`src/rtl/polc_pkg.sv`:
```
// Package for the PIR occupancy light controller.
// Holds codes, widths and reset constants shared by the interfaces and the top level.
// No dependencies.
package polc_pkg;

  // Field and state widths
  localparam int unsigned ModeW    = 2;
  localparam int unsigned ReasonW  = 2;
  localparam int unsigned HoldW    = 8;
  localparam int unsigned StripW   = 2;
  localparam int unsigned PeriodW  = 16;
  localparam int unsigned AbsW     = 14;
  localparam int unsigned CfgIdxW  = 2;
  localparam int unsigned CfgDataW = 16;

  // Timing constants
  localparam int unsigned SecsPerMin = 60;

  // Register reset values
  localparam logic [HoldW-1:0]   HoldReset   = 8'd20;
  localparam logic [PeriodW-1:0] PeriodReset = 16'd600;

  // Input item kinds; the unused code is ignored
  typedef enum logic [ModeW-1:0] {
    MODE_TICK   = 2'd0,
    MODE_PIR    = 2'd1,
    MODE_STATUS = 2'd2
  } mode_e;

  // Report reasons
  typedef enum logic [ReasonW-1:0] {
    REASON_PERIODIC  = 2'd0,
    REASON_OCCUPANCY = 2'd1,
    REASON_REQUEST   = 2'd2
  } reason_e;

  // Relay modes; the unused code acts as forced off
  typedef enum logic [StripW-1:0] {
    STRIP_OFF  = 2'd0,
    STRIP_ON   = 2'd1,
    STRIP_AUTO = 2'd2
  } strip_e;

  // Configuration register indexes
  typedef enum logic [CfgIdxW-1:0] {
    CFG_HOLD   = 2'd0,
    CFG_STRIP  = 2'd1,
    CFG_PERIOD = 2'd2
  } cfg_idx_e;

endpackage

```
`src/rtl/polc_intf.sv`:
```
// Valid/ready channel interfaces for the PIR occupancy light controller.
// Input item, result item and configuration write channels.
// Depends on polc_pkg for field widths.
interface polc_in_if;
  logic                        valid;
  logic                        ready;
  logic [polc_pkg::ModeW-1:0]  mode;
  logic                        pir_level;

  modport source (output valid, output mode, output pir_level, input ready);
  modport sink   (input valid, input mode, input pir_level, output ready);
endinterface

interface polc_out_if;
  logic                          valid;
  logic                          ready;
  logic                          relay_on;
  logic                          occupied;
  logic                          report_valid;
  logic [polc_pkg::ReasonW-1:0]  report_reason;
  logic                          pir_now;

  modport source (output valid, output relay_on, output occupied, output report_valid,
                  output report_reason, output pir_now, input ready);
  modport sink   (input valid, input relay_on, input occupied, input report_valid,
                  input report_reason, input pir_now, output ready);
endinterface

interface polc_cfg_if;
  logic                           valid;
  logic                           ready;
  logic [polc_pkg::CfgIdxW-1:0]   index;
  logic [polc_pkg::CfgDataW-1:0]  data;

  modport source (output valid, output index, output data, input ready);
  modport sink   (input valid, input index, input data, output ready);
endinterface

```
`src/rtl/pir_occupancy_light_control_unit.sv`:
```
// PIR occupancy light controller: an input beat passes through the input register, then
// the result register; throughput one item per cycle while the result channel is not
// stalled, set by the single pass of occupancy and timer logic between the registers.
// Reset (rst_ni low, asynchronous) clears all occupancy state and timers and loads
// hold 20 min, relay forced off, report period 600 s. Config writes are always accepted.
// Depends on polc_pkg and the channel interfaces in polc_intf.sv.
module pir_occupancy_light_control_unit (
  input  logic          clk_i,
  input  logic          rst_ni,
  polc_in_if.sink       in_i,
  polc_out_if.source    out_o,
  polc_cfg_if.sink      cfg_i
);

  // Configuration registers
  logic [polc_pkg::HoldW-1:0]   hold_minutes_q;
  polc_pkg::strip_e             strip_mode_q;
  logic [polc_pkg::PeriodW-1:0] report_period_q;

  // Occupancy state
  logic                         last_pir_q, last_pir_d;
  logic                         present_q, present_d;
  logic                         abs_counting_q, abs_counting_d;
  logic [polc_pkg::AbsW-1:0]    abs_seconds_q, abs_seconds_d;
  logic [polc_pkg::PeriodW-1:0] rpt_seconds_q, rpt_seconds_d;

  // Input stage
  logic                         s1_valid_q;
  logic [polc_pkg::ModeW-1:0]   s1_mode_q;
  logic                         s1_pir_q;
  logic                         s1_adv;

  // Result stage
  logic                         out_valid_q;
  logic                         out_relay_q, out_relay_d;
  logic                         out_occ_q;
  logic                         out_rpt_q, out_rpt_d;
  polc_pkg::reason_e            out_reason_q, out_reason_d;
  logic                         out_pir_q;

  logic [polc_pkg::AbsW-1:0]    hold_thr;
  logic [polc_pkg::AbsW-1:0]    abs_inc;
  logic [polc_pkg::PeriodW-1:0] rpt_inc;
  logic                         periodic;
  logic                         occ_evt;

  // Configuration writes, always ready
  assign cfg_i.ready = 1'b1;

  always_ff @(posedge clk_i or negedge rst_ni) begin
    if (!rst_ni) begin
      hold_minutes_q  <= polc_pkg::HoldReset;
      strip_mode_q    <= polc_pkg::STRIP_OFF;
      report_period_q <= polc_pkg::PeriodReset;
    end else if (cfg_i.valid) begin
      case (polc_pkg::cfg_idx_e'(cfg_i.index))
        polc_pkg::CFG_HOLD:   hold_minutes_q  <= cfg_i.data[polc_pkg::HoldW-1:0];
        polc_pkg::CFG_STRIP:  strip_mode_q    <= polc_pkg::strip_e'(cfg_i.data[polc_pkg::StripW-1:0]);
        polc_pkg::CFG_PERIOD: report_period_q <= cfg_i.data[polc_pkg::PeriodW-1:0];
        default: ;
      endcase
    end
  end

  // Advance the input stage when the result register is free or drains
  assign s1_adv     = s1_valid_q && (!out_valid_q || out_o.ready);
  assign in_i.ready = !s1_valid_q || s1_adv;

  always_ff @(posedge clk_i or negedge rst_ni) begin
    if (!rst_ni) begin
      s1_valid_q <= 1'b0;
    end else if (in_i.ready) begin
      s1_valid_q <= in_i.valid;
    end
  end

  always_ff @(posedge clk_i) begin
    if (in_i.ready && in_i.valid) begin
      s1_mode_q <= in_i.mode;
      s1_pir_q  <= in_i.pir_level;
    end
  end

  // Hold threshold in seconds; fits in 14 bits for any 8-bit minute count
  assign hold_thr = polc_pkg::AbsW'(hold_minutes_q) * polc_pkg::AbsW'(polc_pkg::SecsPerMin);
  assign abs_inc  = abs_seconds_q + polc_pkg::AbsW'(1);
  assign rpt_inc  = rpt_seconds_q + polc_pkg::PeriodW'(1);

  // Occupancy, timers and report for the item in the input stage
  always_comb begin
    last_pir_d     = last_pir_q;
    present_d      = present_q;
    abs_counting_d = abs_counting_q;
    abs_seconds_d  = abs_seconds_q;
    rpt_seconds_d  = rpt_seconds_q;
    out_rpt_d      = 1'b0;
    out_reason_d   = polc_pkg::REASON_PERIODIC;
    periodic       = 1'b0;
    occ_evt        = 1'b0;
    if (s1_adv) begin
      case (polc_pkg::mode_e'(s1_mode_q))
        polc_pkg::MODE_TICK: begin
          periodic      = (rpt_inc == report_period_q);
          rpt_seconds_d = periodic ? '0 : rpt_inc;
          if (abs_counting_q) begin
            if (abs_inc >= hold_thr) begin
              abs_counting_d = 1'b0;
              abs_seconds_d  = '0;
              present_d      = 1'b0;
              occ_evt        = 1'b1;
            end else begin
              abs_seconds_d = abs_inc;
            end
          end
          // Occupancy report outranks the periodic one
          if (occ_evt) begin
            out_rpt_d     = 1'b1;
            out_reason_d  = polc_pkg::REASON_OCCUPANCY;
            rpt_seconds_d = '0;
          end else if (periodic) begin
            out_rpt_d    = 1'b1;
            out_reason_d = polc_pkg::REASON_PERIODIC;
          end
        end
        polc_pkg::MODE_PIR: begin
          if (s1_pir_q != last_pir_q) begin
            abs_seconds_d = '0;
            last_pir_d    = s1_pir_q;
            if (s1_pir_q) begin
              abs_counting_d = 1'b0;
              if (!present_q) begin
                present_d     = 1'b1;
                out_rpt_d     = 1'b1;
                out_reason_d  = polc_pkg::REASON_OCCUPANCY;
                rpt_seconds_d = '0;
              end
            end else begin
              abs_counting_d = 1'b1;
            end
          end
        end
        polc_pkg::MODE_STATUS: begin
          out_rpt_d     = 1'b1;
          out_reason_d  = polc_pkg::REASON_REQUEST;
          rpt_seconds_d = '0;
        end
        default: ;
      endcase
    end
  end

  // Relay drive from mode and occupancy after this item
  always_comb begin
    case (strip_mode_q)
      polc_pkg::STRIP_ON:   out_relay_d = 1'b1;
      polc_pkg::STRIP_AUTO: out_relay_d = present_d;
      default:              out_relay_d = 1'b0;
    endcase
  end

  // State registers
  always_ff @(posedge clk_i or negedge rst_ni) begin
    if (!rst_ni) begin
      last_pir_q     <= 1'b0;
      present_q      <= 1'b0;
      abs_counting_q <= 1'b0;
      abs_seconds_q  <= '0;
      rpt_seconds_q  <= '0;
    end else begin
      last_pir_q     <= last_pir_d;
      present_q      <= present_d;
      abs_counting_q <= abs_counting_d;
      abs_seconds_q  <= abs_seconds_d;
      rpt_seconds_q  <= rpt_seconds_d;
    end
  end

  // Result register: load on advance, drop once the beat is taken
  always_ff @(posedge clk_i or negedge rst_ni) begin
    if (!rst_ni) begin
      out_valid_q <= 1'b0;
    end else if (s1_adv) begin
      out_valid_q <= 1'b1;
    end else if (out_o.ready) begin
      out_valid_q <= 1'b0;
    end
  end

  always_ff @(posedge clk_i) begin
    if (s1_adv) begin
      out_relay_q  <= out_relay_d;
      out_occ_q    <= present_d;
      out_rpt_q    <= out_rpt_d;
      out_reason_q <= out_reason_d;
      out_pir_q    <= last_pir_d;
    end
  end

  assign out_o.valid         = out_valid_q;
  assign out_o.relay_on      = out_relay_q;
  assign out_o.occupied      = out_occ_q;
  assign out_o.report_valid  = out_rpt_q;
  assign out_o.report_reason = out_reason_q;
  assign out_o.pir_now       = out_pir_q;

`ifndef ASSERT_OFF
  // Absence seconds only accumulate while the absence count runs
  a_abs_only_counting: assert property (@(posedge clk_i) disable iff (!rst_ni)
    (abs_seconds_q != '0) |-> abs_counting_q)
    else $error("absence seconds nonzero while not counting");

  // The room empties only on a tick
  a_empty_on_tick: assert property (@(posedge clk_i) disable iff (!rst_ni)
    $fell(present_q) |-> ($past(s1_adv) && $past(s1_mode_q) == polc_pkg::MODE_TICK))
    else $error("occupancy dropped outside a tick");

  // The room fills only on a rising PIR sample
  a_fill_on_pir: assert property (@(posedge clk_i) disable iff (!rst_ni)
    $rose(present_q) |-> ($past(s1_adv) && $past(s1_mode_q) == polc_pkg::MODE_PIR
                          && $past(s1_pir_q)))
    else $error("occupancy set without a rising PIR sample");

  // A beat with no report carries the zero reason code
  a_reason_idle: assert property (@(posedge clk_i) disable iff (!rst_ni)
    (out_valid_q && !out_rpt_q) |-> (out_reason_q == polc_pkg::REASON_PERIODIC))
    else $error("reason set without a report");
`endif

endmodule
```
`src/flat_wrapper.sv`:
```
// flat-port wrapper written by rule: the top's interface ports become plain ports
module pir_occupancy_light_control_unit_flat 
  (clk_i, rst_ni, in_i_valid, in_i_mode, in_i_pir_level, in_i_ready, out_o_valid, out_o_relay_on, out_o_occupied, out_o_report_valid, out_o_report_reason, out_o_pir_now, out_o_ready, cfg_i_valid, cfg_i_index, cfg_i_data, cfg_i_ready);
  polc_in_if in_i_i ();
  polc_out_if out_o_i ();
  polc_cfg_if cfg_i_i ();
  input  logic clk_i;
  input  logic rst_ni;
  input wire logic [$bits(in_i_i.valid)-1:0] in_i_valid;
  input wire logic [$bits(in_i_i.mode)-1:0] in_i_mode;
  input wire logic [$bits(in_i_i.pir_level)-1:0] in_i_pir_level;
  output wire logic [$bits(in_i_i.ready)-1:0] in_i_ready;
  output wire logic [$bits(out_o_i.valid)-1:0] out_o_valid;
  output wire logic [$bits(out_o_i.relay_on)-1:0] out_o_relay_on;
  output wire logic [$bits(out_o_i.occupied)-1:0] out_o_occupied;
  output wire logic [$bits(out_o_i.report_valid)-1:0] out_o_report_valid;
  output wire logic [$bits(out_o_i.report_reason)-1:0] out_o_report_reason;
  output wire logic [$bits(out_o_i.pir_now)-1:0] out_o_pir_now;
  input wire logic [$bits(out_o_i.ready)-1:0] out_o_ready;
  input wire logic [$bits(cfg_i_i.valid)-1:0] cfg_i_valid;
  input wire logic [$bits(cfg_i_i.index)-1:0] cfg_i_index;
  input wire logic [$bits(cfg_i_i.data)-1:0] cfg_i_data;
  output wire logic [$bits(cfg_i_i.ready)-1:0] cfg_i_ready;
  assign in_i_i.valid = in_i_valid;
  assign in_i_i.mode = in_i_mode;
  assign in_i_i.pir_level = in_i_pir_level;
  assign in_i_ready = in_i_i.ready;
  assign out_o_valid = out_o_i.valid;
  assign out_o_relay_on = out_o_i.relay_on;
  assign out_o_occupied = out_o_i.occupied;
  assign out_o_report_valid = out_o_i.report_valid;
  assign out_o_report_reason = out_o_i.report_reason;
  assign out_o_pir_now = out_o_i.pir_now;
  assign out_o_i.ready = out_o_ready;
  assign cfg_i_i.valid = cfg_i_valid;
  assign cfg_i_i.index = cfg_i_index;
  assign cfg_i_i.data = cfg_i_data;
  assign cfg_i_ready = cfg_i_i.ready;
  pir_occupancy_light_control_unit u_core (.clk_i(clk_i), .rst_ni(rst_ni), .in_i(in_i_i), .out_o(out_o_i), .cfg_i(cfg_i_i));
endmodule
```
`config.mk`:
```
export PLATFORM = sky130hd
export DESIGN_NAME = pir_occupancy_light_control_unit_flat
export DESIGN_NICKNAME = d
export VERILOG_FILES = /design/src/rtl/polc_pkg.sv /design/src/rtl/polc_intf.sv /design/src/rtl/pir_occupancy_light_control_unit.sv /design/src/flat_wrapper.sv
export SDC_FILE = /design/constraint.sdc
export NUM_CORES = 1
export LEC_CHECK = 0
export BUFFER_PORTS_ARGS = -buffer_cell sky130_fd_sc_hd__buf_2
export CAP_MARGIN = 20
export CORE_MARGIN = 3
export CORE_UTILIZATION = 45
export CTS_BUF_LIST = sky130_fd_sc_hd__clkbuf_8
export DETAILED_ROUTE_END_ITERATION = 10
export PLACE_DENSITY = 0.63
export SLEW_MARGIN = 20
export SYNTH_ARGS = -nofsm -noshare
export SYNTH_HDL_FRONTEND = slang
export SYNTH_SLANG_ARGS = --single-unit
export TNS_END_PERCENT = 10
```
`constraint.sdc`:
```
create_clock -name clk_i -period 7.4 [get_ports clk_i]
set_clock_uncertainty 0.05 [all_clocks]
set_input_delay 0.74 -clock clk_i [delete_from_list [all_inputs] [get_ports clk_i]]
set_output_delay 0.74 -clock clk_i [all_outputs]
set_load 0.01 [all_outputs]
```
* Word-level counts from Yosys, hierarchy flattened
Index checks and enable logic that the tools add are counted.
** Cells by class
- Add/subtract/negate cells :: 2
- Multipliers :: 1
- Divide/modulo/power cells :: 0
- $lt $le $gt $ge :: 1
- Equality and inequality tests :: 12
- Shift-type cells :: 0
- Mux-type cells :: 42
- Bitwise gates (word level) :: 0
- Reduce and logical (&&, ||, !) cells :: 17
** Operators with widths (number)
- $mux W16 :: 5
- $pmux W16 S3 :: 1
- $mux W14 :: 3
- $pmux W14 S2 :: 1
- $mux W1 :: 25
- $add A16 B1 Y16 const B :: 1
- $eq A16 B16 Y1 :: 1
- $add A14 B1 Y14 const B :: 1
- $ge A14 B14 Y1 :: 1
- $mul A8 B4 Y12 const B :: 1
- $eq A2 B1 Y1 const B :: 3
- $eq A2 B2 Y1 const B :: 3
- $ne A2 B1 Y1 const B :: 3
- $pmux W1 S2 :: 3
- $pmux W2 S3 :: 1
- $reduce_and A2 Y1 :: 3
- $reduce_and A5 Y1 :: 1
- $logic_not A2 Y1 :: 2
- $mux W2 :: 2
- $reduce_and A4 Y1 :: 1
- $reduce_bool A2 Y1 :: 2
- $pmux W1 S3 :: 1
- $reduce_and A3 Y1 :: 1
- $reduce_bool A3 Y1 :: 1
- other kinds (5) :: 8
** Storage, ports and cells
- Bits in registers :: 70
- Bits in latches :: 0
- Memory bits (writable) :: 0
- Bits in read-only memories :: 0
- Logic and storage cells :: 92
- Memories kept :: 0

* Longest topological paths before layout
- Word-level depth :: 8
- Mapped depth :: 20
- Gate-level depth less buffers :: 19

* Least setup slack after synthesis
No wires, ideal clock.
- Path type :: flip-flop to flip-flop
- Start :: reg u_core.hold_minutes_q[2] in the netlist's numbering
- End :: reg u_core.rpt_seconds_q[12] in the netlist's numbering
- Setup time :: 83 ps
- Data arrival time :: 4891 ps
- Setup slack :: 2377 ps
- Stages on the path, launching flop included :: 19
- Buffers on the path :: 1
- Period minus slack after synthesis :: 5023 ps
- Cell sequence :: dfstp_2 inv_1 fa_1 fa_1 inv_1 ha_1 a21oi_1 o21ai_0 a21oi_1 o21ai_0 o311a_1 ha_1 and4_1 a221o_1 a31o_2 a21oi_1 clkbuf_1 a31oi_1 o21ai_0
** Between the ends
- Word-level cells in the longest chain between the ends :: 8
** Ends and longest elaborated chain
- from (decl) :: line pir_occupancy_light_control_unit.sv:16 : logic [polc_pkg::HoldW-1:0] hold_minutes_q;
- from (signal assigned) :: line pir_occupancy_light_control_unit.sv:52 : hold_minutes_q <= polc_pkg::HoldReset;
- from (signal assigned) :: line pir_occupancy_light_control_unit.sv:57 : polc_pkg::CFG_HOLD: hold_minutes_q <= cfg_i.data[polc_pkg::HoldW-1:0];
- $mul A8 B4 Y12 :: line pir_occupancy_light_control_unit.sv:85 : assign hold_thr = polc_pkg::AbsW'(hold_minutes_q) * polc_pkg::AbsW'(polc_pkg::SecsPerMin);
- $ge A14 B14 Y1 :: line pir_occupancy_light_control_unit.sv:106 : if (abs_inc >= hold_thr) begin
- $mux W1 :: line pir_occupancy_light_control_unit.sv:106
- $mux W1 :: line pir_occupancy_light_control_unit.sv:105 : if (abs_counting_q) begin
- $mux W1 :: line pir_occupancy_light_control_unit.sv:101 : case (polc_pkg::mode_e'(s1_mode_q))
- $mux W1 :: line pir_occupancy_light_control_unit.sv:100 : if (s1_adv) begin
- $mux W16 :: line pir_occupancy_light_control_unit.sv:116 : if (occ_evt) begin
- $pmux W16 S3 :: line pir_occupancy_light_control_unit.sv:101
- to (signal assigned) :: line pir_occupancy_light_control_unit.sv:174 : rpt_seconds_q <= rpt_seconds_d;
- to (decl) :: line pir_occupancy_light_control_unit.sv:25 : logic [polc_pkg::PeriodW-1:0] rpt_seconds_q, rpt_seconds_d;
No other way between the ends. The select of a mux whose other input is x is not followed.
A chain may end at the register's enable or synchronous reset.

* Final worst setup path
- Start :: reg u_core.hold_minutes_q[2] in the netlist's numbering
- End :: reg u_core.rpt_seconds_q[2] in the netlist's numbering
Same word-level chain as after synthesis.

==> results <==
- After global routing the overflow that remains totals 0.
- The clock latency at the later pin of the worst-skew pair is approximately 0.36 ns.
- In this run the worst path has a maximum fanout of 27.
- The root buffer selected by CTS is sky130_fd_sc_hd__clkbuf_8.
- The number of buffers created by CTS is 9.
- The proportion of register bits with asynchronous set or reset after synthesis is ~87%.
- The worst setup path is captured at a flip-flop.
- The commonest cells after synthesis are sky130_fd_sc_hd__inv_1 (58), sky130_fd_sc_hd__dfrtp_1 (55), sky130_fd_sc_hd__nand2_1 (53).
- In this run the tightest slew margin relative to its limit is between 40 and 50%.
- The die covers 0.0122 mm2.
- The critical path arrival is ~5.7 ns.
- The net count after synthesis is 603.
- The layer flagged by global routing as most heavily used is met2.
- The startpoint kind of the worst setup timing path is a flip-flop.
- The routability congestion estimate is 0.862.
- STA puts the critical path data required time at about 7.6 ns.
- The CTS tree is built.
- In the post-synthesis netlist, the cell with the most instances is sky130_fd_sc_hd__inv_1.
- The synthesized netlist contains 58 unique library cells.
- The adder-cell share of the synthesized area is about 14%.
- The number of global-route vias before repair was slightly below 4000.
- The number of H-tree levels is 3.
- For this run, the leading register cell type out of synthesis is sky130_fd_sc_hd__dfrtp_1.
- The combinational family with the most area after synthesis is simple AND/OR/NAND/NOR gates.
- Of the cells placed in the final design, the portion with a size suffix greater than 1 is between 10% and 20%.
- Detailed placement ended at an HPWL of roughly 7700 um.
- The final number of setup-violating endpoints is 0.
- The met3 routing resource usage after global routing is roughly 3.5%.
- The largest area contributor in the netlist is sky130_fd_sc_hd__dfrtp_1.
- For this design the ratio of total power to cell area is approximately 300 mW/mm2.
- In the final routed layout, each cell accounts on average for 15.1 um.
- Ranked by total cell area, the synthesized netlist is headed by sky130_fd_sc_hd__dfrtp_1 (28%), sky130_fd_sc_hd__ha_1 (8.9%), sky130_fd_sc_hd__edfxtp_1 (5.5%).
- The met2 track demand over resource is a little under a third.
- The tightest hold path in the finished design has a slack of ~0.45 ns.
- The critical path class is reg -> reg.
- The DRC marker count from the first detailed-route iteration is around 120.
- No sink is reached through more buffers than the 2 on the longest clock path.
- The run finished with clean final reports.
- From left edge to right edge, the die measures around 110 um.
- Cells fill between 50% and 60% of the core in the end.
- The cell leakage power is 0.00235 uW.
- The final worst slack is 1.96 ns.
- The clock transition at the registers of the reported paths is around 0.080 ns.
- The timing-limited maximum frequency is roughly 180 MHz.
- In the final design database the tool counted between 600 and 700 nets.
- The largest net degree at the start of global routing is 62.
- The synthesized flop and latch total is 70.
- The number of buffer cells added on primary ports is 33.
- In the routed design, unresolved DRC markers number 0.
- The total via count in the routed design is roughly 3800.
- The number of enable-type register cells in the synthesized netlist is 9.
- For the pin with the worst max-slew slack, the measured transition is roughly 0.89 ns.
- The worst hold path class is reg -> reg.
- The proportion of synthesized area in mux cells is between 4 and 5%.
- The final critical-path required period is 5.44 ns.
- The count of nets left with antenna violations once routing finished came out at 0.
- The met1 usage in global routing is between 20% and 30%.
- The final number of hold-violating endpoints was 0.
- In the finished design, the share of the clock period the worst path needs comes to between 70% and 80%.
- Of the post-synthesis cell area, the dominant cell type holds between 20 and 30%.
- Counting every sink on the clock net gives 70.
- Sequential elements use between 30% and 40% of the synthesized area.
- The overall routing resource usage is between 15 and 20%.
- Setup repair after global routing left no endpoint under its margin.
- The max-slew violation count was 0.
- The minimum setup slack after placement is 1.74 ns.
- The die height is 111 um.
- The setup TNS is 0 ns.
- The area growth from synthesis to layout is 8.88%.
- The number of gates resized after CTS was 0.
- The number of placed cells counting well taps is slightly below 700.
- After synthesis the cells add up to 0.00491 mm2.
- Max-cap violations in this run came to 0.
- The initial antenna violation count was 0.
- Summing the areas of all and, or, nand and nor instances in the mapped netlist gives between 15 and 20% of the synthesized area.
- Synthesis handed over a netlist of 529 instances.
- The initial utilization of the core area, before any placement, comes to 47.0%.
- 35 I/O pins were placed.
- For this design, the CTS-stage hold fixing added 0 buffers.
- The peak supply drop is 0.136 mV.
- The setup fix buffers added after clock tree synthesis is 0.
- The routed via count divided by cell count is ~5.5.
- The synthesized-area fraction occupied by xor and xnor cells is 6.77%.
- The detailed-route wire length is roughly 10000 um.
- The placeable core region is between 0.01 and 0.015 mm2.
- The number of iterations in the first detailed-routing pass is 4.
- A synthesized cell averages approximately 9.3 um2.
- The global-route wire length before repair is between 15000 and 20000 um.
- During synthesis, Yosys emitted a total of 0 warnings.
- The number of rows created at floorplan is 37.
- The antenna diode count is 0.
- The area fraction in compound gates after synthesis is 13.0%.
- The number of cells in the finished layout apart from fillers is 696.
==> per-stage QoR <==
stage / total power [uW] / area (um2)
final: 1590 / 5350
after global routing: 1750 / 5350
after CTS: 1600 / 5340
after detailed placement: 1290 / 5160
after global placement: 1260 / 5160
after floorplan: 1120 / 4910
==> worst paths after layout <==
check	start	end	slack [ns]	depth (start not counted)
min in group asynchronous	rst_ni	u_core.abs_seconds_q[0]$_DFFE_PN0P_	0.50	2
max	u_core.hold_minutes_q[2]$_DFFE_PN1P_	u_core.rpt_seconds_q[2]$_DFFE_PN0P_	1.96	19
min reg2reg	u_core.s1_valid_q$_DFFE_PN0N_	u_core.out_o.valid$_DFFE_PN0P_	0.45	1
max in group asynchronous	rst_ni	u_core.report_period_q[13]$_DFFE_PN0P_	6.27	2
max reg2reg	u_core.hold_minutes_q[2]$_DFFE_PN1P_	u_core.rpt_seconds_q[2]$_DFFE_PN0P_	1.96	19
min	u_core.s1_valid_q$_DFFE_PN0N_	u_core.out_o.valid$_DFFE_PN0P_	0.45	1
==> critical path: stages, from the launching register on <==
cell	delay (ns)
sky130_fd_sc_hd__dfstp_2	0.59
sky130_fd_sc_hd__inv_1	0.08
sky130_fd_sc_hd__fa_1	0.48
sky130_fd_sc_hd__fa_1	0.51
sky130_fd_sc_hd__inv_1	0.04
sky130_fd_sc_hd__ha_1	0.32
sky130_fd_sc_hd__nor2b_1	0.14
sky130_fd_sc_hd__o21ai_0	0.24
sky130_fd_sc_hd__a21oi_1	0.12
sky130_fd_sc_hd__o21ai_0	0.16
sky130_fd_sc_hd__nand2b_1	0.11
sky130_fd_sc_hd__a31oi_1	0.27
sky130_fd_sc_hd__xor2_1	0.18
sky130_fd_sc_hd__ha_1	0.26
sky130_fd_sc_hd__and4_1	0.17
sky130_fd_sc_hd__a221o_1	0.32
sky130_fd_sc_hd__a31o_2	0.28
sky130_fd_sc_hd__a21oi_4	0.58
sky130_fd_sc_hd__nand2_1	0.18
sky130_fd_sc_hd__o311ai_1	0.29
==> final cells by class <==
cell class / instances / area, um2
multi-input cells: 378 / 2770
inverters: 58 / 218
repair buffers: 38 / 203
fillers: 1008 / 5110
clock buffers: 9 / 124
clock inverters: 7 / 58.8
flip-flops and latches: 70 / 1800
well taps: 136 / 170
==> flip-flops by register name (all words and copies together), names as in the netlist, 2 cells and up <==
signal	count
u_core.out_o.report_reason	2
u_core.s1_mode_q	2
u_core.rpt_seconds_q	16
u_core.hold_minutes_q	8
u_core.abs_seconds_q	14
u_core.strip_mode_q	2
u_core.report_period_q	16
==> routing by layer <==
metal | vias to the layer above | wire length (um)
li1 | 1884 | -
met1 | 1856 | 4690
met2 | 66 | 5260
met3 | 12 | 374
met4 | 0 | 150
met5 | - | 0
==> cells in the final DEF, fill, tap and decap left out, drive strengths merged, types with 2 or more instances in the layout <==
cell    Yosys  final
inv        58     61
nor2b       2      2
and3        7      7
nor3        5      5
o211ai      2      2
ha         35     35
clkbuf     13      9
a31oi      14     14
and4        2      2
o31ai       3      3
clkinv      0      3
nand3b      3      3
dfstp       6      6
and2        3      3
or4         2      2
edfxtp      9      9
o311ai      2      2
nand2b     12     12
a211oi      2      2
nand4      18     18
nor2       23     23
or2         2      2
nand2      53     53
o21ai      42     42
nor3b       2      2
mux2       20     20
xnor2      27     27
nor4        5      5
xor2       11     11
dfrtp      55     55
o22ai       5      5
mux2i       2      2
a21o        4      4
a21oi      18     18
o311a       2      2
fa         13     13
or3         7      7
buf        10     38
nand3      18     18
==> logic make-up (layout without fill, tap and decap cells) <==
family / Yosys count / in the layout
and+or+nand+nor: 165 / 165
other: 1 / 1
DFF: 70 / 70
AOI/OAI and AO/OA: 104 / 104
muxes: 22 / 22
xor gates and xnor gates: 38 / 38
buffers and inverters: 81 / 112
adders and majority gates: 48 / 48
==> where the power goes <==
group	total (uW)	switching, uW	internal, uW
clock	298	147	151
sequential	550	82.2	467
combinational	738	410	328
(Power assumes the default switching activity.)
